**config.mk**
```make
export PLATFORM = sky130hd
export DESIGN_NAME = brf_out
export DESIGN_NICKNAME = d
export VERILOG_FILES = /design/src/rtl/core/brf_pkg.sv /design/src/rtl/core/brf_out.sv
export SDC_FILE = /design/constraint.sdc
export NUM_CORES = 1
export LEC_CHECK = 0
export BUFFER_PORTS_ARGS = -buffer_cell sky130_fd_sc_hd__buf_4
export CORE_MARGIN = 3
export CORE_UTILIZATION = 40
export CTS_CLUSTER_SIZE = 12
export DETAILED_ROUTE_END_ITERATION = 8
export PLACE_DENSITY = 0.68
export RECOVER_POWER = 100
export SLEW_MARGIN = 10
export SYNTH_ARGS = -nofsm -noshare
export SYNTH_HDL_FRONTEND = slang
export SYNTH_SLANG_ARGS = --single-unit
```
**constraint.sdc**
```tcl
create_clock -name clk -period 4.51 [get_ports clk]
set_clock_uncertainty 0.05 [all_clocks]
set_input_delay 0.902 -clock clk [delete_from_list [all_inputs] [get_ports clk]]
set_output_delay 0.902 -clock clk [all_outputs]
set_load 0.02 [all_outputs]
```
**src/rtl/core/brf_pkg.sv**
```systemverilog
// Shared types and constants for the burst byte ring FIFO.
// No dependencies; every other file refers to this package by scoped names.
`timescale 1ns / 1ps
`default_nettype none

package brf_pkg;

    localparam int BANKS  = 8;
    localparam int BYTE_W = 8;

    typedef enum logic [1:0] {
        ACT_PUSH = 2'd0,
        ACT_POP  = 2'd1,
        ACT_PEEK = 2'd2
    } action_t;

    // Result-side control for one request, passed from the control stage
    // to the output stage alongside the bank read data.
    typedef struct packed {
        logic [3:0]  moved;
        logic        rejected;
        logic        is_read;
        logic [2:0]  base_bank;
        logic [10:0] fill;
    } result_info_t;

endpackage

`default_nettype wire

```
**src/rtl/core/brf_out.sv**
```systemverilog
// Output stage: aligns bank read bytes into a burst and holds the result beat.
// Depends on brf_pkg for the result info struct and bank geometry.
`timescale 1ns / 1ps
`default_nettype none

module brf_out (
    input  wire logic                                         clk,
    input  wire logic                                         load,
    input  wire brf_pkg::result_info_t                        info,
    input  wire logic [brf_pkg::BANKS-1:0][brf_pkg::BYTE_W-1:0] bank_data,
    output logic [3:0]                                        moved,
    output logic                                              rejected,
    output logic [brf_pkg::BANKS*brf_pkg::BYTE_W-1:0]         read_data,
    output logic [10:0]                                       fill_level
);

    logic [3:0]  moved_reg;
    logic        rejected_reg;
    logic [10:0] fill_reg;
    logic [brf_pkg::BANKS-1:0][brf_pkg::BYTE_W-1:0] data_reg, data_next;

    // Rotate so the oldest byte lands in lane 0; drop lanes past the burst.
    always_comb
    begin
        for (int i = 0; i < brf_pkg::BANKS; i++) begin
            if (info.is_read && (4'(i) < info.moved)) begin
                data_next[i] = bank_data[3'(info.base_bank + 3'(i))];
            end else begin
                data_next[i] = '0;
            end
        end
    end

    always_ff @(posedge clk)
    begin
        if (load) begin
            moved_reg    <= info.moved;
            rejected_reg <= info.rejected;
            fill_reg     <= info.fill;
            data_reg     <= data_next;
        end
    end

    assign moved      = moved_reg;
    assign rejected   = rejected_reg;
    assign read_data  = data_reg;
    assign fill_level = fill_reg;

endmodule

`default_nettype wire

```
Yosys cells after proc, flatten, opt, wreduce, memory -nomap -nowiden

Cells that the tools add are included.

Register bits: 80
Output and inout bits: 80

$add $sub $neg: 7
Magnitude comparators: 16
Multiplexer cells: 16
Reductions and logical operators: 8

Operators by type and width:

| kind                | number |
|---|---|
| $bmux 8 s3          | 8 |
| $mux 8              | 8 |
| $lt 3x4->1 const B  | 8 |
| $lt 3x4->1 const A  | 4 |
| $add 3x3->3 const B | 4 |
| $logic_and 1x1->1   | 8 |
| $lt 1x4->1 const A  | 2 |
| $lt 2x4->1 const A  | 2 |
| $add 3x2->3 const B | 2 |
| $add 3x1->3 const B | 1 |

Logic depth before layout (Yosys ltp)

Gate-level depths: netlist of run 1.

Depth in word-level cells: 3
Gate-level depth with buffers: 10

Worst setup path before layout of run 1

Ideal clock, no wire load.

Kind: input to register
From: input port info[12] in the netlist's numbering
To: register data_reg (netlist bit read_data[63]) (data pin)
Library setup time: 0.264 ns
Data arrival time: 2.483 ns
Data required time: 4.196 ns
Slack: 1.713 ns
Stages on the path: 10
Buffers on the path: 4
Cell sequence: buf_2 -> inv_2 -> buf_2 -> ha_1 -> buf_2 -> inv_1 -> clkbuf_1 -> nand2_1 -> a21oi_1 -> nor3_1

Longest elaborated chain between the ends: 3

Ends and longest elaborated chain:

| what                         | line          | source |
|---|---|---|
| from (decl)                  | brf_out.sv:9  | `input wire brf_pkg::result_info_t info,` |
| $add 3x3->3                  | brf_out.sv:27 | `data_next[i] = bank_data[3'(info.base_bank + 3'(i))];` |
| $bmux 8 s3                   | brf_out.sv:27 |  |
| $mux 8 (not written as such) | brf_out.sv:27 |  |
| to (signal assigned)         | brf_out.sv:40 | `data_reg <= data_next;` |
| to (decl)                    | brf_out.sv:20 | `logic [brf_pkg::BANKS-1:0][brf_pkg::BYTE_W-1:0] data_reg, data_next;` |

No other way between the ends. The select of a mux whose other input is x is not followed.
A chain may end at the register's enable or synchronous reset.

Final worst setup path of run 1

From: input port info[12] in the netlist's numbering
To: register data_reg (netlist bit read_data[59]) (data pin)

The elaborated chain is that of the path after synthesis.

==> results.sh, run 1 <==
export IMPL_status="finished, violations left"
export IMPL_violations="max-capacitance violations, max-slew violations"
export IMPL_die_h_microns=114
export IMPL_synth_top_cell_area_share=0.515
export IMPL_drv_cap=2
export IMPL_syn_area_sq_mm=0.00467
export IMPL_synth_flop_cell="edfxtp_1"
export IMPL_synth_area_per_cell_sq_um=11.0
export IMPL_max_freq_ghz=0.278
export IMPL_cts_hold_buf=0
export IMPL_power_mw=2.16
export IMPL_dieArea_sq_mm=0.0130
export IMPL_postLayoutCoreUtil=0.531
export IMPL_hpwlAfterDp_microns=11000
export IMPL_grt_ovfl_total=0
export IMPL_largest_reg_flops=64
export IMPL_ys_warn_count=0
export IMPL_rsz0062_at_grt="false"
export IMPL_dp_slack_ns=0.998
export IMPL_netlist_instances=423
export IMPL_placed_area_sq_mm=0.00597
export IMPL_path_buf_inv=4
export IMPL_fin_hold_ws_ns=0.710
export IMPL_drt_total_wl_microns=14700
export IMPL_clock_path_buffers=2
export IMPL_vias=4223
export IMPL_post_route_worst_setup_slack_ns=0.917
export IMPL_vias_per_cell=5.88
export IMPL_drt_initial_drc_count=290
export IMPL_power_density_mw_per_mm2=365
export IMPL_yosys_area_top_type="edfxtp_1"
export IMPL_hold_start="info[10]"
export IMPL_critPathSlowestCell="inv_1"
export IMPL_start_util=0.420
export IMPL_ant_nets=0
export IMPL_synth_fp_nets=511
export IMPL_grt_first_pass_wirelength_microns=21400
export IMPL_tns_ns=0
export IMPL_timing_slew_headroom=-0.342
export IMPL_cts_tree="yes"
export IMPL_path_cells="clkbuf_1 -> inv_1 -> ha_1 -> buf_4 -> inv_1 -> nand2_1 -> a21oi_1 -> nor3_1"
export IMPL_rows=38
export IMPL_fin_crit_ns=3.59
export IMPL_cp_data_required_time_ns=4.53
export IMPL_finalWeightedCongestion=0.917
export IMPL_postLayoutCellArea_sq_mm=0.00591
export IMPL_max_stage_delay_ns=0.82
export IMPL_synth_async_sr_flop_share=0
export IMPL_num_io_pins=166
export IMPL_cts_buffers=9
export IMPL_path_common_cell="inv_1"
export IMPL_synth_seq_cells=80
export IMPL_critPathKind="primary input to flip-flop"
export IMPL_clkSinkCount=80
export IMPL_htreeDepth=3
export IMPL_path_delay_family="buffers and inverters"
export IMPL_dp_cells=704
export IMPL_area_delta_synth_final_pct=26.7
export IMPL_grt_pass1_vias=4018
export IMPL_cts_resized_gates=0
export IMPL_worstMarginPinSlew_ns=2.01
export IMPL_yosys_top_cells_area="edfxtp_1 51%, mux2_2 12%, o22ai_1 9.6%, mux2i_1 6.9%, nand2_1 3.9%"
export IMPL_nNetsFinal=663
export IMPL_ys_types=31
export IMPL_layout_drive_gt1_share=0.228
export IMPL_grt_usage=0.218
export IMPL_final_cells=718
export IMPL_cp_data_arrival_time_ns=3.62
export IMPL_diodes=0
export IMPL_worstHoldPathCells=1
export IMPL_io_buffers=165
export IMPL_hold_violations=0
export IMPL_wl_per_cell_microns=20.4
export IMPL_drc=0
export IMPL_hold_path_class="primary input to flip-flop"
export IMPL_core_area_sq_mm=0.0111
export IMPL_antenna_found_initial=0
export IMPL_drt_pass1_iter_count=5
export IMPL_setup_viol=0
export IMPL_ys_seq_area_frac=0.515
export IMPL_maxSlewViolCount=147
export IMPL_cp_max_fo=40
export IMPL_clk_pin_slew_worst_paths_ns=0.06
export IMPL_worst_setup_path_start_kind="primary input"
export IMPL_cts_setup_buffers=0
export IMPL_fin_crit_sh=0.797
export IMPL_synth_edff_count=80
export IMPL_vdd_drop_max_v=0.000167
export IMPL_leakage_nw=2.20
export IMPL_min_to="fill_level[10]$_DFFE_PP_"
export IMPL_endpoint_kind="flip-flop"
export IMPL_grt_max_degree=81
export IMPL_cts_root_buf="clkbuf_16"
export IMPL_dieWidth_microns=114
worst max path at each step:
stage              from                          end  slack, ns  depth (start not counted)
5_1_grt        info[12]  read_data[58]$_SDFFCE_PN0P_       0.69                          8
2_1_floorplan  info[12]  read_data[63]$_SDFFCE_PN0P_       1.71                         10
3_3_place_gp   info[12]  read_data[60]$_SDFFCE_PN0P_       1.11                          8
4_1_cts        info[12]  read_data[59]$_SDFFCE_PN0P_       1.36                          8
3_5_place_dp   info[12]  read_data[59]$_SDFFCE_PN0P_        1.0                          8
6_report       info[12]  read_data[59]$_SDFFCE_PN0P_       0.92                          8
logic make-up after synthesis:
family                   after synthesis  synth area share
adder cells (fa/ha/maj)                2           0.00536
AO/OA/AOI/OAI                        119             0.154
multiplexers                          80             0.184
buffers and inverters                 30            0.0322
flip-flops                            80             0.515
XOR/XNOR                               4           0.00911
AND/OR/NAND/NOR                      108             0.100
cell usage after synthesis, types with 3 or more instances:
master	number
edfxtp_1	80
o22ai_1	72
nand2_1	49
mux2_2	48
mux2i_1	32
nor3_1	24
nor2_1	21
o21ai_0	18
a21oi_1	17
buf_2	10
clkbuf_1	9
o2bb2ai_1	8
buf_4	6
nand3_1	3
cell usage in the layout (no fill, tap or decap), types with 18 or more instances in the layout:
master	Yosys	layout
o22ai_1	72	72
mux2i_1	32	32
edfxtp_1	80	80
o21ai_0	18	18
nor3_1	24	24
nor2_1	21	21
mux2_2	48	33
nand2_1	49	49
clkbuf_1	9	86
buf_4	6	68
power breakdown:
group	leakage (nW)	total, mW	switching [mW]	internal (mW)
Sequential	0.771	0.929	0.0220	0.907
Combinational	1.29	0.528	0.344	0.185
Clock	0.141	0.698	0.280	0.418
Total	2.20	2.16	0.646	1.51
layout make-up:
type	instances	area, sq um
fill	1069	5210
sequential	80	2400
multi-input combinational	313	2120
clock inverter	5	50.0
inverter	3	11.3
clock buffer	9	225
timing repair buffer	168	933
tap	140	175
layer usage:
metal  wire, microns  global-route usage  share of wire  up-vias
met5               0                   0              0        -
met4             348              0.0776          0.024        0
met3            1550              0.0653           0.11       29
met2            6720               0.349           0.46      258
met1            6060               0.280           0.41     1979
li1                -                   -              -     1957
Note: power is estimated with default switching activity, not from simulation.
==> inputs of run 2 (changes only) <==
Clock period 4.51 ns to 3.5 ns, I/O delays scaled along.
==> run 2 against run 1 <==
- the flow still finishes with violations (max-capacitance violations, max-slew violations)
- via count up 1.2%
- die area unchanged
- hold slack worse by 0.20 ns
- combinational power up 30%
- sequential power up 29%
- clock power up 45%
- core utilization up 0.58 points
- critical path depth unchanged
- final cell count up 0.56%
- cell area up 1.1%
- critical endpoint is now read_data[58]$_SDFFCE_PN0P_
- largest cell class unchanged
==> results.sh, run 2 (same netlist as run 1, synthesis figures left out) <==
export IMPL_hold_violations=0
export IMPL_ant_nets=0
export IMPL_worst_setup_path_start_kind="primary input"
export IMPL_final_common_cell="clkbuf_1"
export IMPL_antenna_found_initial=0
export IMPL_layout_common_cells="85 x clkbuf_1, 80 x edfxtp_1, 72 x o22ai_1, 72 x buf_4, 49 x nand2_1"
export IMPL_grt_usage=0.228
export IMPL_hold_path_class="primary input to flip-flop"
export IMPL_drt_initial_drc_count=335
export IMPL_path_delay_family="buffers and inverters"
export IMPL_dp_cells=706
export IMPL_largest_reg_flops=64
export IMPL_cts_root_buf="clkbuf_16"
export IMPL_dieArea_sq_mm=0.0130
export IMPL_cts_setup_buffers=0
export IMPL_dieWidth_microns=114
export IMPL_cts_buffers=9
export IMPL_top_layer_used="met4"
export IMPL_n_fill_cell=1049
export IMPL_cp_num_cells=8
export IMPL_vias_per_cell=5.92
export IMPL_fin_crit_ns=2.75
export IMPL_io_buffers=165
export IMPL_drc=0
export IMPL_finalWeightedCongestion=0.886
export IMPL_fin_crit_sh=0.786
export IMPL_drt_pass1_iter_count=5
export IMPL_clk_pin_slew_worst_paths_ns=0.06
export IMPL_power_density_mw_per_mm2=483
export IMPL_timing_slew_headroom=-0.382
export IMPL_grt_first_pass_wirelength_microns=22400
export IMPL_die_h_microns=114
export IMPL_leakage_nw=2.23
export IMPL_cp_data_required_time_ns=3.52
export IMPL_start_util=0.420
export IMPL_rows=38
export IMPL_grt_max_degree=81
export IMPL_wl_per_cell_microns=20.7
export IMPL_cts_hold_buf=0
export IMPL_core_area_sq_mm=0.0111
export IMPL_power_mw=2.89
export IMPL_htreeDepth=3
export IMPL_endpoint_kind="flip-flop"
export IMPL_postLayoutCoreUtil=0.537
export IMPL_clock_path_buffers=2
export IMPL_cts_resized_gates=0
export IMPL_nNetsFinal=665
export IMPL_vdd_drop_max_v=0.000237
export IMPL_setup_viol=0
export IMPL_final_cells=722
export IMPL_wl_met2_microns=7000
export IMPL_clkSinkCount=80
export IMPL_cp_data_arrival_time_ns=2.77
export IMPL_layout_drive_gt1_share=0.237
export IMPL_met1Wirelength_microns=5960
export IMPL_cts_tree="yes"
export IMPL_hpwlAfterDp_microns=11100
export IMPL_num_io_pins=166
export IMPL_area_delta_synth_final_pct=28.1
export IMPL_max_freq_ghz=0.363
export IMPL_path_cells="buf_4 -> inv_1 -> ha_1 -> inv_1 -> buf_4 -> nand2_1 -> a21oi_1 -> nor3_1"
export IMPL_drt_total_wl_microns=15000
export IMPL_grt_ovfl_total=0
export IMPL_tns_ns=0
export IMPL_worstSetupEndpoint="read_data[58]$_SDFFCE_PN0P_"
export IMPL_critPathKind="primary input to flip-flop"
export IMPL_rsz0062_at_grt="false"
export IMPL_grt_pass1_vias=4173
export IMPL_diodes=0
export IMPL_met3_length_microns=1680
export IMPL_vias=4274
export IMPL_critPathSlowestCell="inv_1"
export IMPL_path_buf_inv=4
export IMPL_worstMarginPinSlew_ns=2.07
export IMPL_crit_start="info[12]"
export IMPL_drv_cap=1
export IMPL_status="finished, violations left"
export IMPL_cp_max_fo=40
export IMPL_fin_hold_ws_ns=0.506
export IMPL_violations="max-capacitance violations, max-slew violations"
export IMPL_max_stage_delay_ns=0.54
export IMPL_maxSlewViolCount=81
[run 2: per-stage QoR]
stage	instance area (sq um)	setup slack [ns]
6_report	5980	0.749
5_1_grt	5980	0.548
4_1_cts	6300	1.06
3_5_place_dp	5980	0.696
3_3_place_gp	5980	0.784
2_1_floorplan	4670	0.905
[run 2: where the power goes]
group | switching, mW | internal (mW) | total, mW
Clock | 0.381 | 0.624 | 1.01
Combinational | 0.446 | 0.239 | 0.685
Sequential | 0.0274 | 1.17 | 1.20
[run 2: final cells by class]
type	count	area [sq um]	area share
Clock buffer	9	225	0.0377
Clock inverter	7	93.8	0.0157
Inverter	3	11.3	0.00188
Multi-Input combinational cell	313	2120	0.354
Sequential cell	80	2400	0.402
Tap cell	140	175	0.0293
Timing Repair Buffer	170	955	0.160
[run 2: layer usage]
metal,up-vias,global-route usage
met5,-,0
met4,0,0.0879
met3,25,0.0594
met2,275,0.368
met1,2007,0.293
li1,1967,-
[run 2: worst min path at each step]
stage,start,endpoint,slack (ns),cells past startpoint
final,info[4],fill_level[4]$_DFFE_PP_,0.51,1
after global routing,info[4],fill_level[4]$_DFFE_PP_,0.49,1
after CTS,info[4],fill_level[4]$_DFFE_PP_,0.47,1
after detailed placement,info[0],fill_level[0]$_DFFE_PP_,0.83,1
after global placement,info[2],fill_level[2]$_DFFE_PP_,0.83,1
after floorplan,info[0],fill_level[0]$_DFFE_PP_,0.75,0
==> inputs of run 3 (changes only) <==
Settings changed: PLACE_DENSITY 0.68 to 0.71.
Clock period 3.5 ns to 2.3 ns, I/O delays scaled along.
==> run 3 against run 2 <==
- the flow now finishes without violations
- core utilization is 0.69 points higher
- power is 58% higher
- non-clock buffer count is 5 higher
- clock-buffer cell count is 1 higher
- largest power group unchanged
- cell area is 1.3% higher
- critical path type unchanged
- setup slack worse by 0.44 ns
- first-iteration DRC count is 8.4% higher
==> results.sh, run 3 (same netlist as run 1, synthesis figures left out) <==
export IMPL_power_density_mw_per_mm2=752
export IMPL_worst_setup_path_start_kind="primary input"
export IMPL_path_cells="buf_4 -> inv_1 -> ha_1 -> clkbuf_2 -> nand2_1 -> o21ai_0 -> o22ai_1"
export IMPL_grt_first_pass_wirelength_microns=22900
export IMPL_clk_pin_slew_worst_paths_ns=0.06
export IMPL_worstMarginPinSlew_ns=0.907
export IMPL_drv_cap=0
export IMPL_grt_pass1_vias=4283
export IMPL_num_io_pins=166
export IMPL_cts_hold_buf=0
export IMPL_hpwlAfterDp_microns=11400
export IMPL_drt_pass1_iter_count=8
export IMPL_finalWeightedCongestion=0.914
export IMPL_critPathKind="primary input to flip-flop"
export IMPL_endpoint_kind="flip-flop"
export IMPL_max_stage_delay_ns=0.47
export IMPL_grt_busiest_layer="met2"
export IMPL_hold_violations=0
export IMPL_rsz0062_at_grt="false"
export IMPL_core_area_sq_mm=0.0111
export IMPL_leakage_nw=2.27
export IMPL_maxSlewViolCount=0
export IMPL_met1_usage=0.292
export IMPL_drt_initial_drc_count=363
export IMPL_dieWidth_microns=114
export IMPL_cp_data_arrival_time_ns=2.00
export IMPL_cts_resized_gates=0
export IMPL_cp_data_required_time_ns=2.30
export IMPL_layout_drive_gt1_share=0.256
export IMPL_worstHoldPathCells=1
export IMPL_drc=0
export IMPL_gr_usage_met3=0.0499
export IMPL_cts_root_buf="clkbuf_16"
export IMPL_cts_setup_buffers=0
export IMPL_clock_path_buffers=2
export IMPL_grt_max_degree=56
export IMPL_area_delta_synth_final_pct=29.7
export IMPL_layout_common_cells="85 x clkbuf_1, 80 x edfxtp_1, 73 x buf_4"
export IMPL_die_h_microns=114
export IMPL_cp_num_cells=7
export IMPL_largest_reg_flops=64
export IMPL_vdd_drop_max_v=0.000374
export IMPL_path_buf_inv=3
export IMPL_hold_path_class="primary input to flip-flop"
export IMPL_max_freq_ghz=0.502
export IMPL_htreeDepth=3
export IMPL_postLayoutCoreUtil=0.544
export IMPL_cts_buffers=9
export IMPL_cp_max_fo=24
export IMPL_vias_per_cell=5.95
export IMPL_tns_ns=0
export IMPL_diodes=0
export IMPL_grt_ovfl_total=0
export IMPL_grt_usage=0.231
export IMPL_timing_slew_headroom=0.395
export IMPL_io_buffers=165
export IMPL_fin_crit_ns=1.99
export IMPL_met2_usage=0.377
export IMPL_drt_total_wl_microns=15300
export IMPL_final_common_cell="clkbuf_1"
export IMPL_nNetsFinal=670
export IMPL_start_util=0.420
export IMPL_setup_viol=0
export IMPL_n_fill_cell=1046
export IMPL_ant_nets=0
export IMPL_rows=38
export IMPL_wl_per_cell_microns=21.0
export IMPL_cts_tree="yes"
export IMPL_clkSinkCount=80
export IMPL_fin_crit_sh=0.866
export IMPL_status="finished clean"
export IMPL_path_delay_family="buffers and inverters"
export IMPL_dieArea_sq_mm=0.0130
export IMPL_antenna_found_initial=0
export IMPL_critPathSlowestCell="ha_1"
export IMPL_vias=4329
run 3: changes by cell type in the layout (fill, tap and decap cells not counted), sizes merged:
cell      change
buf           +3
bufinv        +1
clkbuf        +3
clkinv        -2
clkinvlp      -1
inv           +1
run 3: layout make-up:
cell class | instances | area (sq um) | share of cell area
tap | 140 | 175 | 0.0289
inverter | 3 | 11.3 | 0.00186
multi-input combinational | 313 | 2110 | 0.348
sequential | 80 | 2400 | 0.397
clock inverter | 6 | 115 | 0.0190
clock buffer | 10 | 229 | 0.0378
timing repair buffer | 175 | 1010 | 0.167
run 3: metrics by stage:
step / cell area (sq um) / hold WS, ns / worst slack, ns / std cells / power [mW]
floorplan: 4670 / 0.509 / 0.0513 / 423 / 2.50
global placement: 6060 / 0.588 / 0.166 / 711 / 3.01
detailed placement: 6060 / 0.589 / 0.129 / 711 / 3.03
CTS: 6400 / 0.236 / 0.489 / 727 / 4.70
global route: 6050 / 0.257 / 0.223 / 727 / 4.73
finish: 6050 / 0.271 / 0.307 / 727 / 4.55
run 3: worst paths after layout:
path	to	from	slack [ns]
setup / recovery	read_data[45]$_SDFFCE_PN0P_	info[12]	0.31
hold / removal	fill_level[7]$_DFFE_PP_	info[7]	0.27
run 3: where the power goes:
group | switching [mW] | internal, mW | total, mW
Combinational | 0.685 | 0.377 | 1.06
Sequential | 0.0454 | 1.77 | 1.82
Clock | 0.601 | 1.07 | 1.67
run 3: layer usage:
metal,vias up,share of wire
li1,1974,-
met1,2063,0.39
met2,254,0.48
met3,38,0.094
met4,0,0.033
met5,-,0
