--- config.mk ---
export PLATFORM = sky130hd
export DESIGN_NAME = brf_ctrl
export DESIGN_NICKNAME = d
export VERILOG_FILES = /design/src/rtl/core/brf_pkg.sv /design/src/rtl/core/brf_ctrl.sv
export SDC_FILE = /design/constraint.sdc
export NUM_CORES = 1
export LEC_CHECK = 0
export BUFFER_PORTS_ARGS = -buffer_cell sky130_fd_sc_hd__buf_2
export CORE_ASPECT_RATIO = 2
export CORE_MARGIN = 3
export CORE_UTILIZATION = 50
export CTS_BUF_LIST = sky130_fd_sc_hd__clkbuf_16
export DETAILED_ROUTE_END_ITERATION = 10
export GPL_ROUTABILITY_DRIVEN = 0
export MAX_ROUTING_LAYER = met4
export PLACE_DENSITY = 0.75
export SETUP_SLACK_MARGIN = 0.1
export SLEW_MARGIN = 20
export SYNTH_ARGS = -nofsm -noshare
export SYNTH_HDL_FRONTEND = slang
export SYNTH_SLANG_ARGS = --single-unit
--- constraint.sdc ---
create_clock -name clk -period 4.6 [get_ports clk]
set_input_delay 0.92 -clock clk [delete_from_list [all_inputs] [get_ports clk]]
set_output_delay 0.92 -clock clk [all_outputs]
set_load 0.005 [all_outputs]
--- src/rtl/core/brf_pkg.sv ---
// Shared types and constants for the burst byte ring FIFO.
// No dependencies; every other file refers to this package by scoped names.
`timescale 1ns / 1ps
`default_nettype none

package brf_pkg;

    localparam int BANKS  = 8;
    localparam int BYTE_W = 8;

    typedef enum logic [1:0] {
        ACT_PUSH = 2'd0,
        ACT_POP  = 2'd1,
        ACT_PEEK = 2'd2
    } action_t;

    // Result-side control for one request, passed from the control stage
    // to the output stage alongside the bank read data.
    typedef struct packed {
        logic [3:0]  moved;
        logic        rejected;
        logic        is_read;
        logic [2:0]  base_bank;
        logic [10:0] fill;
    } result_info_t;

endpackage

`default_nettype wire

--- src/rtl/core/brf_ctrl.sv ---
// Request decision, ring pointers, fill count and capacity register.
// Depends on brf_pkg for the action codes and the result info struct.
`timescale 1ns / 1ps
`default_nettype none

module brf_ctrl #(
    parameter int DEPTH     = 1024,
    parameter int MAX_BURST = 8,
    parameter int ROWS      = 128
) (
    input  wire logic                      clk,
    input  wire logic                      rst_n,
    input  wire logic                      cfg_write,
    input  wire logic [10:0]               cfg_data,
    input  wire logic                      accept,
    input  wire logic [1:0]                action,
    input  wire logic [3:0]                length,
    output logic                           push_go,
    output logic [$clog2(ROWS)+2:0]        wr_ptr,
    output logic [$clog2(ROWS)+2:0]        rd_ptr,
    output brf_pkg::result_info_t          info
);

    localparam int CW   = $clog2(DEPTH + 1);
    localparam int PW   = $clog2(ROWS) + 3;
    localparam int VW   = (CW > 11) ? CW : 11;
    localparam int RING = ROWS * brf_pkg::BANKS;

    logic [CW-1:0] count_reg, count_next;
    logic [CW-1:0] cap_reg, cap_next;
    logic [PW-1:0] wr_ptr_reg, wr_ptr_next;
    logic [PW-1:0] rd_ptr_reg, rd_ptr_next;
    brf_pkg::result_info_t info_reg, info_next;

    logic          len_ok;
    logic          room_ok;
    logic          avail_ok;
    logic [VW-1:0] cfg_ext;
    logic          rejected;
    logic          is_read;
    logic          pop_go;

    function automatic logic [PW-1:0] ptr_add(input logic [PW-1:0] ptr, input logic [3:0] n);
        logic [PW:0] sum;
        sum = {1'b0, ptr} + (PW+1)'(n);
        if (sum >= (PW+1)'(RING)) begin
            sum = sum - (PW+1)'(RING);
        end
        return sum[PW-1:0];
    endfunction

    always_comb
    begin
        len_ok   = length <= 4'(MAX_BURST);
        room_ok  = ((CW+1)'(count_reg) + (CW+1)'(length)) <= (CW+1)'(cap_reg);
        avail_ok = CW'(length) <= count_reg;
        rejected = 1'b1;
        is_read  = 1'b0;
        case (brf_pkg::action_t'(action))
            brf_pkg::ACT_PUSH: rejected = !(len_ok && room_ok);
            brf_pkg::ACT_POP:
            begin
                rejected = !(len_ok && avail_ok);
                is_read  = 1'b1;
            end
            brf_pkg::ACT_PEEK:
            begin
                rejected = !(len_ok && avail_ok);
                is_read  = 1'b1;
            end
            default: rejected = 1'b1;
        endcase
        push_go = accept && !rejected && (action == brf_pkg::ACT_PUSH);
        pop_go  = accept && !rejected && (action == brf_pkg::ACT_POP);

        cfg_ext = VW'(cfg_data);
        if (cfg_ext == '0) begin
            cap_next = CW'(1);
        end else if (cfg_ext > VW'(DEPTH)) begin
            cap_next = CW'(DEPTH);
        end else begin
            cap_next = CW'(cfg_ext);
        end

        count_next  = count_reg;
        wr_ptr_next = wr_ptr_reg;
        rd_ptr_next = rd_ptr_reg;
        if (cfg_write) begin
            count_next  = '0;
            wr_ptr_next = '0;
            rd_ptr_next = '0;
        end else if (push_go) begin
            count_next  = count_reg + CW'(length);
            wr_ptr_next = ptr_add(wr_ptr_reg, length);
        end else if (pop_go) begin
            count_next  = count_reg - CW'(length);
            rd_ptr_next = ptr_add(rd_ptr_reg, length);
        end

        info_next.moved     = rejected ? 4'd0 : length;
        info_next.rejected  = rejected;
        info_next.is_read   = is_read && !rejected;
        info_next.base_bank = rd_ptr_reg[2:0];
        info_next.fill      = 11'(count_next);
    end

    always_ff @(posedge clk or negedge rst_n)
    begin
        if (!rst_n) begin
            count_reg  <= '0;
            cap_reg    <= CW'(DEPTH);
            wr_ptr_reg <= '0;
            rd_ptr_reg <= '0;
        end else begin
            count_reg  <= count_next;
            wr_ptr_reg <= wr_ptr_next;
            rd_ptr_reg <= rd_ptr_next;
            if (cfg_write) begin
                cap_reg <= cap_next;
            end
        end
    end

    always_ff @(posedge clk)
    begin
        if (accept) begin
            info_reg <= info_next;
        end
    end

    assign wr_ptr = wr_ptr_reg;
    assign rd_ptr = rd_ptr_reg;
    assign info   = info_reg;

endmodule

`default_nettype wire

## After elaboration in Yosys (flattened, before gate mapping)

Index checks and enable logic that the tools add are counted.

| operators by class | value |
|---|---|
| add/sub/neg operators | 7 |
| order comparisons | 6 |
| equality and inequality tests | 3 |
| multiplexer cells | 14 |
| reductions and logical operators | 15 |

Operators with widths:

| cell | number |
|---|---|
| 10-bit two-way mux | 7 |
| 11-bit two-way mux | 5 |
| 10-bit by 4-bit adder with 11-bit output | 2 |
| 11-bit greater-or-equal comparator, second input constant | 2 |
| 10-bit by 1-bit subtractor with 10-bit output, second input constant | 2 |
| 11-bit by 4-bit adder with 12-bit output | 1 |
| 12-bit by 11-bit <= comparator with 1-bit output | 1 |
| 11-bit by 4-bit adder with 11-bit output | 1 |
| 11-bit > comparator, second input constant | 1 |
| 4-bit by 11-bit <= comparator with 1-bit output | 1 |
| 11-bit logical NOT | 1 |
| 11-bit by 4-bit subtractor with 11-bit output | 1 |
| 1-bit logical AND | 6 |
| 4-bit <= comparator, second input constant | 1 |
| 2-bit nonzero test | 2 |
| 1-bit logical NOT | 3 |
| 2-bit by 1-bit == test with 1-bit output, second input constant | 1 |
| 2-bit == test, second input constant | 1 |
| 2-bit logical NOT | 1 |
| 2-bit inequality test, second input constant | 1 |
| 1-bit case mux with 2 select lines | 1 |
| 2-bit AND reduction | 1 |
| 2-bit OR reduction | 1 |
| 1-bit two-way mux | 1 |

| storage, ports and cells | value |
|---|---|
| flip-flop bits (word level) | 62 |
| bits of input ports | 21 |
| output and inout bits | 41 |

## Logic depth before layout (Yosys ltp)

Gate-level depths: netlist (run 1).

| logic depth | value |
|---|---|
| depth in word-level cells | 11 |
| depth in mapped cells | 17 |
| depth with buffers taken out | 16 |

## Worst setup path after synthesis (run 1)

OpenSTA, ideal clock, no wires.

| path | value |
|---|---|
| path type | input to output |
| start point | in length[0] |
| end point | out push_go |
| data arrival time | 3834 ps |
| data required time | 3680 ps |
| setup slack | -154 ps |
| stages on the path | 16 |
| cell sequence | ha_1 inv_1 fa_1 o21bai_1 a21oi_1 or2_2 nor2_1 xor2_1 ha_1 nand3_1 nor2_1 mux2_2 a211oi_2 nand3_1 buf_2 inv_1 |

| between the ends | value |
|---|---|
| word-level cells in the longest chain between the ends | 8 |
| elaborated cells on any way between the ends | 12 |
| those cells by class | add/sub (1); order compare (3); mux (1); reduce/logical (7) |

RTL lines:

| what | line | RTL |
|---|---|---|
| start, declared | brf_ctrl.sv:17 | `input wire logic [3:0] length,` |
| 11-bit by 4-bit adder with 12-bit output | brf_ctrl.sv:55 | `room_ok = ((CW+1)'(count_reg) + (CW+1)'(length)) <= (CW+1)'(cap_reg);` |
| 12-bit by 11-bit <= comparator with 1-bit output | brf_ctrl.sv:55 |  |
| 1-bit logical AND | brf_ctrl.sv:60 | `brf_pkg::ACT_PUSH: rejected = !(len_ok && room_ok);` |
| 1-bit logical NOT | brf_ctrl.sv:60 |  |
| 1-bit case mux with 2 select lines * | brf_ctrl.sv:59 | `case (brf_pkg::action_t'(action))` |
| 1-bit logical NOT * | brf_ctrl.sv:73 | `push_go = accept && !rejected && (action == brf_pkg::ACT_PUSH);` |
| 1-bit logical AND * (2 in a row) | brf_ctrl.sv:73 |  |
| end, declared | brf_ctrl.sv:18 | `output logic push_go,` |

Every way passes the cells marked *; elsewhere a longest branch is shown, timed or not.

## Worst setup path in the final report (run 1)

Ends and elaborated chain as after synthesis.

==> key figures, run 1 <==
Cells and area
  • Layout cell share with drive strength beyond 1: between 20% and 30%
  • Multi-input gate area: 2086 µm²
  • ANT cells: 0
  • Register area: 1653 µm²
  • Final instance area: 4705 µm²
  • FILL cells: 601
  • Most frequent cells in the layout: buf_2, dfrtp_1, nor2_1
  • Area grow syn2layout: 23.36%
  • Fin nets: slightly above 500
  • Largest register FFs: 20
  • Commonest non-fill, non-tap cell in the layout: buf_2
  • Final core occ: 64.25%

Route
  • Via-to-Cell Ratio: ~5.7
  • DRC viols: 0
  • Post-DRT Antenna Nets: 0
  • DRT iter0 DRCs: approximately 180
  • Total wire length: 9408 µm
  • Vias after detailed routing: 3092
  • DR WL/cell: ~17 µm
  • M1 WL: 3565 µm
  • Detail Route met3 WL: roughly 370 µm
  • Max layer used: met4
  • Wire length on met2: 5075 µm
  • Detailed Routing Iterations Pass 1: 4

Worst hold path
  • Hold Path Origin: cap_reg[0]
  • Hold worst-path end: cap_reg[0]
  • Hold Crit Depth: 2
  • Min-Delay Path Class: reg2reg

Die
  • Initial Util: 52.08%
  • Die width: 67.76 µm
  • Placement Rows: 44
  • Die area: 8775 µm²
  • Die Y: 129.5 µm
  • Core area: 7322 µm²
  • IO Count: 62

GRT
  • Initial antenna violation count: 0
  • GRT Total Usage: 24.29%
  • Number of global-route vias before repair: 3248
  • Largest net degree at the start of global routing: 45
  • Gr ovfl total: 0
  • First-pass GRT wire length: 15320 µm

Synthesis
  • Count of cell types in the netlist: 55
  • Ys async rst share: about two thirds
  • Post-synthesis simple-gate area fraction: 18.18%
  • Mux contribution to synthesized area: 2.690%
  • Seq/Total Area, Yosys: 43.34%
  • Cell area after synthesis: 3814 µm²
  • Synth Net Count: 427
  • Compound-Gate Fraction of Synth Area: 13.16%
  • Avg Synthesized Cell Area: a little over 10 µm²
  • Synth Instances: 372
  • FF+latch count, synth: 62
  • Largest family of logic cells by synthesized area: simple AND/OR/NAND/NOR gates
  • Main synth FF type: dfrtp_1
  • Number of synthesized flops with an enable pin: 20
  • Synth warn: 0
  • Post-synthesis adder-cell area fraction: a little under an eighth
  • Xor/xnor share of the synthesized area: 5.512%

Clocking
  • Clock Sinks: 62
  • # H-tree levels: 3
  • Clk buf depth: 2
  • CTS tree: done
  • Clk slew on worst S/H paths: 0.05 ns
  • Later-pin clock latency in the skew report: between 0.3 and 0.4 ns
  • Root buf cell: clkbuf_16
  • Cts bufs inserted: 9

Worst setup path
  • FF-to-FF Start: count_reg[0]
  • Worst Setup Path Type: in2out
  • Critical Path RT: between 3 and 4 ns
  • Reg-to-Reg End: info[5]
  • R2R cell count: 17
  • FF-to-FF setup slack: 0.64 ns
  • Critical path fanouts, max: 3
  • Crit end category: output port
  • Startpoint types: primary input
  • Crit path DAT: 3.63 ns

Placement
  • IO buf count: 61
  • Post-detail-place hpwl: 6792 µm
  • Cell Area, Placed: approximately 4300 µm²

Timing
  • Final Max Tran Viols: 0
  • Unrepaired setup endpoints after global routing: true
  • Post-layout minimum cycle time: 4.549 ns
  • Clock skew: 0.005761 ns
  • Fin crit share: between 90% and 100%
  • Setup violators final: 0
  • Hold Vio Cnt, Final: 0
  • Max Fclk: ~220 MHz
  • Slew HR: 35.32%
  • Slew @ Worst Pin: just under 1 ns

Flow run
  • Max-cap violation count: 0

Power and ir drop
  • Pleak: between 2 and 2.5 nW
  • Max IR drop VDD: 0.1889 mV
  • Power Density: ~330 nW/µm²

Status
  • Outcome: finished clean
-- cells by family (layout without fill, tap and decap cells) --
family                     count (synthesis)  in the layout
AOI/OAI and AO/OA                         74             74
xor gates and xnor gates                  24             24
adders and majority gates                 34             34
buffers and inverters                     44            125
DFF                                       62             62
muxes                                     10             10
and+or+nand+nor                          124            124
-- cell type report --
cell class                 instances  area share [%]
inverter                          28           2.234
sequential                        62           35.13
timing repair buffer              81           9.894
clock buffer                       9           4.787
tap                               92           2.447
multi-input combinational        266           44.34
clock inverter                     7           1.170
-- through the flow --
| step | hold slack [ns] | setup WS [ns] | power (mW) | instances | setup TNS [ns] |
|---|---|---|---|---|---|
| 3_3_place_gp | 0.4845 | 0.01433 | 0.8791 | 528 | 0 |
| 2_1_floorplan | 0.4594 | 0.1058 | 0.7923 | 372 | 0 |
| 5_1_grt | 0.5277 | -0.1217 | 1.602 | 545 | -0.1217 |
| 6_report | 0.5023 | 0.05060 | 1.532 | 545 | 0 |
| 4_1_cts | 0.5045 | -0.01541 | 1.538 | 544 | -0.01541 |
| 3_5_place_dp | 0.4884 | -0.06113 | 0.8892 | 528 | -0.06113 |
-- synth_stat cells, types with 2 or more instances --
cell type / number / area [µm²]
nand3b_1: 7 / 52.55
buf_6: 2 / 22.52
edfxtp_1: 20 / 600.6
a211oi_1: 5 / 37.54
o21ai_0: 18 / 90.09
dfrtp_1: 41 / 1026
nand2_1: 19 / 71.32
o2111ai_1: 3 / 26.28
nor2_1: 32 / 120.1
nand3_1: 10 / 50.05
mux2_2: 2 / 22.52
o21a_1: 2 / 15.01
nand2b_1: 2 / 12.51
nor3_1: 4 / 20.02
ha_1: 30 / 375.4
buf_2: 5 / 25.02
a21boi_0: 3 / 22.52
clkbuf_1: 6 / 22.52
fa_1: 4 / 80.08
nor2b_1: 5 / 31.28
nor3b_1: 2 / 15.01
a31oi_1: 3 / 18.77
or3_1: 5 / 31.28
or4_1: 2 / 15.01
a22o_1: 2 / 17.52
o31ai_1: 2 / 15.01
buf_4: 3 / 22.52
nor4_1: 4 / 25.02
mux2i_1: 8 / 80.08
a211o_1: 3 / 26.28
nand4_1: 12 / 75.07
a211oi_2: 2 / 25.02
xor2_1: 17 / 148.9
inv_1: 28 / 105.1
xnor2_1: 7 / 61.31
and2_1: 5 / 31.28
o211ai_1: 3 / 22.52
a21o_1: 7 / 52.55
a21oi_1: 17 / 85.08
and3_1: 5 / 31.28
-- critical path, stage by stage --
cell and delay [ns]:
buf_8 0.08, ha_4 0.14, inv_2 0.04, fa_2 0.36, o21bai_1 0.16, a21oi_2 0.09
or2_4 0.25, xnor2_1 0.14, ha_1 0.31, nand4_1 0.16, nor2_2 0.16, mux2_4 0.32
a211oi_4 0.22, nand3_2 0.11, inv_1 0.07, buf_2 0.11
-- power breakdown --
| group | internal, mW | switching, mW |
|---|---|---|
| Sequential | 0.602 | 0.0186 |
| Combinational | 0.119 | 0.156 |
| Clock | 0.409 | 0.227 |
-- metal layers --
layer  vias up  GRT usage [%]
met5         -              -
met4         0          14.35
met3        30          4.770
met2        87          41.13
met1      1496          25.14
li1       1479              -
-- worst max path at each step --
| stage | from | endpoint | cells after the start |
|---|---|---|---|
| 2_1_floorplan | length[0] | push_go | 16 |
| 3_3_place_gp | length[1] | push_go | 16 |
| 3_5_place_dp | length[1] | push_go | 16 |
| 4_1_cts | length[0] | push_go | 17 |
| 5_1_grt | length[0] | push_go | 17 |
| 6_report | length[0] | push_go | 16 |
-- what timing repair did --
action,4_1_cts,5_1_grt
setup buffers,0,1
gates resized for setup,11,9
pin swaps,10,9
endpoints found under the setup margin,1,2
hold buffers,0,0
No activity file was read; power rests on OpenSTA's default activity.
==> run 2, diff against run 1 <==
PLACE_DENSITY = unset   (was 0.75)
PLACE_DENSITY_LB_ADDON = 0.25   (was unset)
SLEW_MARGIN = unset   (was 20)
==> run 2 against run 1 <==
  * Critical path type unchanged
  * Combinational power rose by 5%
  * Clock skew rose by 0.0010 ns
  * Non-clock buffer count rose by 6
  * Worst setup slack got worse by 0.034 ns
  * Register-to-register slack got worse by 0.22 ns
  * Utilization rose by 1.2 points
  * Global-route usage rose by 0.70 points
  * Power rose by 1.4%
  * Critical path depth did not move
  * Cell area rose by 1.9%
==> key figures, run 2 (synthesis results as in run 1) <==
Status
  • Outcome: finished clean

Power and ir drop
  • Power Density: 323.9 nW/µm² (-0.53%)
  • Net Sw Frac: 26.55% (+0.31 points)
  • Pleak: 2.283 nW (+1.9%)
  • Sw Pwr: 0.4123 mW (+2.6%)
  • Reg power frac: 40.0% (-0.5 points)
  • Comb power frac: 18.7% (+0.7 points)
  • Max IR drop VDD: 0.2438 mV (+29%)
  • Clock network power share: 41.3% (-0.2 points)
  • Internal power: 1.141 mW (+0.94%)

Clocking
  • Cts bufs inserted: 9 (unchanged)
  • CTS tree: done
  • Clk slew on worst S/H paths: 0.05 ns (about the same)
  • Root buf cell: clkbuf_16
  • Clock Sinks: 62 (unchanged)
  • # H-tree levels: 3 (unchanged)
  • Later-pin clock latency in the skew report: 0.33 ns (about the same)
  • Clk buf depth: 2 (unchanged)

Die
  • Placement Rows: 44 (unchanged)
  • Initial Util: 52.08% (unchanged)
  • Core area: 7322 µm² (unchanged)
  • Die Y: 129.5 µm (unchanged)
  • IO Count: 62 (unchanged)
  • Die area: 8775 µm² (unchanged)
  • Die width: 67.76 µm (unchanged)

Worst setup path
  • Top cell by count, worst path: buf_4
  • FF-to-FF Start: count_reg[1]
  • Critical path cell sequence: buf_4, inv_4, ha_4, nor2b_2, o211ai_1, a21boi_2, buf_4, xor2_1, ha_1, a211o_1, a21oi_1, o31ai_2, a211oi_4, nand3_2, inv_2, buf_6
  • FF-to-FF setup slack: 0.42 ns (-0.22 ns)
  • Critical path fanouts, max: 4 (+1)
  • Critical Path RT: 3.68 ns (about the same)
  • Startpoint types: primary input
  • R2R cell count: 17 (unchanged)
  • Crit path DAT: 3.66 ns (+0.03 ns)
  • Worst Setup Path Type: in2out
  • CP bufs+invs: 5 (+1)
  • Delay-heaviest family, CP: compound AO/OA/AOI/OAI gates
  • Worst path max stage delay: 0.30 ns (-0.06 ns)
  • Slowest CP cell: ha_1
  • Crit end category: output port
  • Reg-to-Reg End: info[5]

Cells and area
  • Largest register FFs: 20 (unchanged)
  • Commonest non-fill, non-tap cell in the layout: buf_2
  • Area grow syn2layout: 25.72%
  • ANT cells: 0 (unchanged)
  • Most frequent cells in the layout: buf_2, dfrtp_1, nor2_1
  • Fin nets: 509 (+1.2%)
  • FILL cells: 639 (+6.3%)
  • Layout cell share with drive strength beyond 1: 29.41% (+2.3 points)

Timing
  • Hold WS: 0.4987 ns (-0.003599 ns)
  • Final Max Tran Viols: 0 (unchanged)
  • Setup TNS: 0 ns (unchanged)
  • Setup violators final: 0 (unchanged)
  • Slew HR: 35.01% (-0.31 points)
  • Clock skew: 0.006775 ns (+0.001013 ns)
  • Post-layout minimum cycle time: 4.584 ns (+0.03413 ns)
  • Slew @ Worst Pin: 0.9748 ns (+0.004675 ns)
  • Unrepaired setup endpoints after global routing: true
  • Hold Vio Cnt, Final: 0 (unchanged)
  • Max Fclk: 218.2 MHz (-0.74%)
  • Fin crit share: 99.64% (+0.74 points)

GRT
  • Gr ovfl total: 0 (unchanged)
  • Number of global-route vias before repair: 3303 (+1.7%)
  • GRT Total Usage: 24.99% (+0.70 points)
  • First-pass GRT wire length: 15620 µm (+1.9%)
  • Initial antenna violation count: 0 (unchanged)
  • Largest net degree at the start of global routing: 45 (unchanged)

Route
  • Via-to-Cell Ratio: 5.684 (+0.19%)
  • DR WL/cell: 17.57 µm (+1.8%)
  • Total wire length: 9683 µm (+2.9%)
  • DRC viols: 0 (unchanged)
  • Vias after detailed routing: 3132 (+1.3%)
  • Post-DRT Antenna Nets: 0 (unchanged)
  • Detailed Routing Iterations Pass 1: 4 (unchanged)
  • DRT iter0 DRCs: 103 (-42%)

Placement
  • IO buf count: 61 (unchanged)
  • Post-detail-place hpwl: 6879 µm (+1.3%)

Flow run
  • Max-cap violation count: 0 (unchanged)

Worst hold path
  • Hold Crit Depth: 0 (-2)
  • Hold worst-path end: info[11]
  • Hold Path Origin: rd_ptr[0]
  • Min-Delay Path Class: reg2reg
==> run 2: worst reg2reg max path: stages (launching register included) <==
cell,delay (ns)
dfrtp_1,0.49
inv_1,0.11
fa_2,0.38
o21bai_1,0.17
a21oi_2,0.09
or2_4,0.25
xnor2_1,0.13
ha_1,0.31
nand4_1,0.17
nor2_2,0.18
mux2_4,0.33
a211oi_4,0.23
buf_4,0.14
buf_4,0.09
buf_4,0.18
nand4_1,0.12
a21boi_0,0.19
mux2_2,0.36
==> run 2: worst max-delay path by stage <==
stage	startpoint	to	slack, ns	cells past startpoint
floorplan	length[0]	push_go	0.11	16
global placement	length[1]	push_go	-0.07	16
detailed placement	length[1]	push_go	-0.14	16
CTS	length[0]	push_go	-0.04	17
global route	length[3]	push_go	-0.14	16
finish	length[1]	push_go	0.02	16
==> run 2: power groups by stage <==
| stage | clock network (mW) | registers [mW] | logic [mW] |
|---|---|---|---|
| global placement | 0 | 0.629 | 0.253 |
| detailed placement | 0 | 0.629 | 0.259 |
| finish | 0.641 | 0.622 | 0.290 |
| global route | 0.676 | 0.625 | 0.318 |
| floorplan | 0 | 0.626 | 0.166 |
| CTS | 0.654 | 0.621 | 0.273 |
==> run 2: routing by layer <==
metal  vias to the layer above  share of wire [%]  routed length, µm  GRT usage (%)
li1                       1494                  -                  -              -
met1                      1515                 36               3472          25.21
met2                        90                 56               5436          42.85
met3                        33                3.6                349          5.117
met4                         0                4.4                424          14.71
met5                         -                  0                  0              -
==> run 2: repair_timing <==
item                       CTS  global route
setup endpoints to repair    1             7
hold buffers                 0             0
hold endpoints to repair     0             0
resized for setup           14            17
setup buffers                4             2
pin swaps                   14            11
==> run 2: final cells by class <==
type | instances | area [µm²] | area share (%)
multi-input cells | 266 | 2111 | 44.02
clock buffers | 9 | 225.2 | 4.697
well taps | 92 | 115.1 | 2.401
flip-flops and latches | 62 | 1653 | 34.47
repair buffers | 87 | 525.5 | 10.96
clock inverters | 7 | 57.56 | 1.200
inverters | 28 | 107.6 | 2.244
==> run 2: stage by stage <==
step / std cells / utilization, % / setup slack (ns) / total power [mW] / cell area, µm²
3_5_place_dp: 530 / 59.09 / -0.1402 / 0.8887 / 4327
5_1_grt: 551 / 65.48 / -0.1399 / 1.618 / 4795
3_3_place_gp: 530 / 59.09 / -0.07446 / 0.8821 / 4327
4_1_cts: 550 / 64.18 / -0.04288 / 1.548 / 4700
6_report: 551 / 65.48 / 0.01646 / 1.553 / 4795
2_1_floorplan: 372 / - / 0.1058 / 0.7923 / 3847
==> run 3, diff against run 2 <==
SETUP_SLACK_MARGIN = unset   (was 0.1)
==> run 3 against run 2 <==
  * The flow now finishes with violations (setup timing)
  * Hold slack better by 0.015 ns
  * Clock-buffer cell count unchanged
  * Die area unchanged
  * First-iteration DRC count up 51%
  * Fmax down 1.5%
  * Clock skew down 0.00053 ns
  * Power down 2.3%
  * Final cell count up 2.5%
  * Via count up 3.1%
  * Largest cell class unchanged
==> key figures, run 3 (synthesis results as in run 1) <==
Worst hold path
  • Hold Path Origin: cap_reg[4]
  • Min-Delay Path Class: reg2reg

Route
  • Via-to-Cell Ratio: 5.713 (+0.51%)
  • Post-DRT Antenna Nets: 0 (unchanged)
  • DRC viols: 0 (unchanged)
  • DR WL/cell: 17.40 µm (-0.98%)
  • DRT iter0 DRCs: 156 (+51%)
  • Total wire length: 9832 µm (+1.5%)
  • Detailed Routing Iterations Pass 1: 4 (unchanged)
  • Vias after detailed routing: 3228 (+3.1%)

GRT
  • Gr ovfl total: 0 (unchanged)
  • Number of global-route vias before repair: 3313 (+0.30%)
  • GRT Total Usage: 24.92% (-0.068 points)
  • First-pass GRT wire length: 15560 µm (-0.40%)
  • Initial antenna violation count: 0 (unchanged)
  • Gr busiest metal: met2
  • Met2 usage: 43.02% (+0.17 points)
  • Largest net degree at the start of global routing: 46 (+2.2%)
  • Global Route met1 Usage: 24.89% (-0.33 points)
  • Met3 Use GR: 5.030% (-0.087 points)

Clocking
  • # H-tree levels: 3 (unchanged)
  • Later-pin clock latency in the skew report: 0.33 ns (about the same)
  • CTS tree: done
  • Root buf cell: clkbuf_16
  • Hold_buf cts: 0 (unchanged)
  • Clock Sinks: 62 (unchanged)
  • Clk buf depth: 2 (unchanged)
  • Clk slew on worst S/H paths: 0.05 ns (about the same)
  • Cts bufs inserted: 9 (unchanged)

Worst setup path
  • Crit path DAT: 3.73 ns (+0.07 ns)
  • FF-to-FF Start: count_reg[1]
  • Reg-to-Reg End: info[5]
  • Slowest CP cell: ha_1
  • Critical Path RT: 3.68 ns (about the same)
  • Crit end category: output port
  • Startpoint types: primary input
  • Worst Setup Path Type: in2out
  • Crit path launch: length[2]
  • Setup crit end: push_go
  • R2R cell count: 20 (+3)
  • Critical path cell sequence: buf_2, buf_4, ha_1, o21bai_1, a21oi_2, buf_4, nor2_4, and3_4, xor2_2, ha_1, nand3_2, nor2_4, mux2_4, a211oi_4, nand3_2, inv_2, buf_6
  • FF-to-FF setup slack: 0.30 ns (-0.12 ns)
  • Critical path fanouts, max: 3 (-1)
  • Worst path max stage delay: 0.35 ns (+0.05 ns)

Status
  • Failing checks: setup timing
  • Outcome: finished, violations left

Cells and area
  • Largest register FFs: 20 (unchanged)
  • ANT cells: 0 (unchanged)
  • Final core occ: 66.61% (+1.1 points)
  • Multi-input gate area: 2115 µm² (+0.18%)
  • Register area: 1653 µm² (unchanged)
  • FILL cells: 568 (-11%)
  • Fin nets: 523 (+2.8%)
  • Most frequent cells in the layout: buf_2, dfrtp_1, buf_4
  • Layout cell share with drive strength beyond 1: 31.50% (+2.1 points)
  • Commonest non-fill, non-tap cell in the layout: buf_2
  • Final instance area: 4877 µm² (+1.7%)
  • Area grow syn2layout: 27.89%

Timing
  • Worst Slack Setup Final: -0.05256 ns (-0.06902 ns)
  • Unrepaired setup endpoints after global routing: true
  • Slew @ Worst Pin: 0.9705 ns (-0.004319 ns)
  • Fin crit share: 101.1% (+1.5 points)
  • Slew HR: 35.30% (+0.29 points)
  • Max Fclk: 214.9 MHz (-1.5%)
  • Setup TNS: -0.05256 ns (-0.05256 ns)
  • Post-layout minimum cycle time: 4.653 ns (+0.06902 ns)
  • Setup violators final: 1 (+1)
  • Hold Vio Cnt, Final: 0 (unchanged)
  • Clock skew: 0.006246 ns (-0.0005283 ns)
  • Final Max Tran Viols: 0 (unchanged)
  • Hold WS: 0.5139 ns (+0.01514 ns)

Placement
  • DP Worst Slack: -0.1640 ns (-0.02383 ns)
  • IO buf count: 61 (unchanged)
  • Post-detail-place hpwl: 6875 µm (about the same)
  • Cell Area, Placed: 4369 µm² (+0.98%)

Die
  • Die area: 8775 µm² (unchanged)
  • Core area: 7322 µm² (unchanged)
  • Initial Util: 52.08% (unchanged)
  • Placement Rows: 44 (unchanged)
  • IO Count: 62 (unchanged)
  • Die width: 67.76 µm (unchanged)
  • Die Y: 129.5 µm (unchanged)

Power and ir drop
  • Max IR drop VDD: 0.2596 mV (+6.5%)
  • Power Density: 311.0 nW/µm² (-4.0%)
  • Pleak: 2.342 nW (+2.6%)

Flow run
  • Max-cap violation count: 0 (unchanged)
==> run 3: changes by cell type in the layout (fill, tap and decap cells not counted), sizes merged <==
cell    change
bufinv      -1
buf        +15
inv         +1
clkbuf      -1
==> run 3: report_power, final <==
part | internal, mW | leakage [nW] | switching (mW)
clock network | 0.354 | 0.135 | 0.229
logic | 0.142 | 1.43 | 0.171
registers | 0.602 | 0.777 | 0.0192
total | 1.10 | 2.34 | 0.419
==> run 3: critical path, delay by kind of cell <==
kind,cells,cell delay [ns]
AOI/OAI and AO/OA,3,0.57
xor gates and xnor gates,1,0.15
adders and majority gates,2,0.57
buffers and inverters,5,0.59
muxes,1,0.32
and+or+nand+nor,5,0.61
==> run 3: repair_timing <==
action	in CTS	in global routing
pin swaps	17	10
cloned	0	0
setup endpoints to repair	1	3
buffers inserted	11	3
resized for setup	23	10
==> run 3: area by class of cell <==
type,count,share of cell area (%)
multi-input cells,266,43.36
repair buffers,101,12.88
inverters,28,2.206
clock buffers,9,4.618
flip-flops and latches,62,33.89
clock inverters,7,0.6927
well taps,92,2.360
==> run 3: how the worst min path moves through the flow <==
stage                             to  slack, ns  cells after the start
final                     cap_reg[4]       0.51                      1
after global routing      cap_reg[4]       0.53                      1
after CTS                   info[11]       0.51                      0
after detailed placement    info[11]       0.50                      0
after global placement      info[11]       0.49                      0
after floorplan           cap_reg[0]       0.46                      2
==> run 3: routing by layer <==
metal	part of all wire (%)	wire, µm
met5	0	0
met4	4.3	422
met3	3.7	361
met2	55	5442
met1	37	3605
==> run 3: metrics by stage <==
step | power [mW] | cells
final | 1.517 | 565
after global routing | 1.580 | 565
after CTS | 1.504 | 562
after detailed placement | 0.8952 | 536
after global placement | 0.8868 | 536
after floorplan | 0.7922 | 372
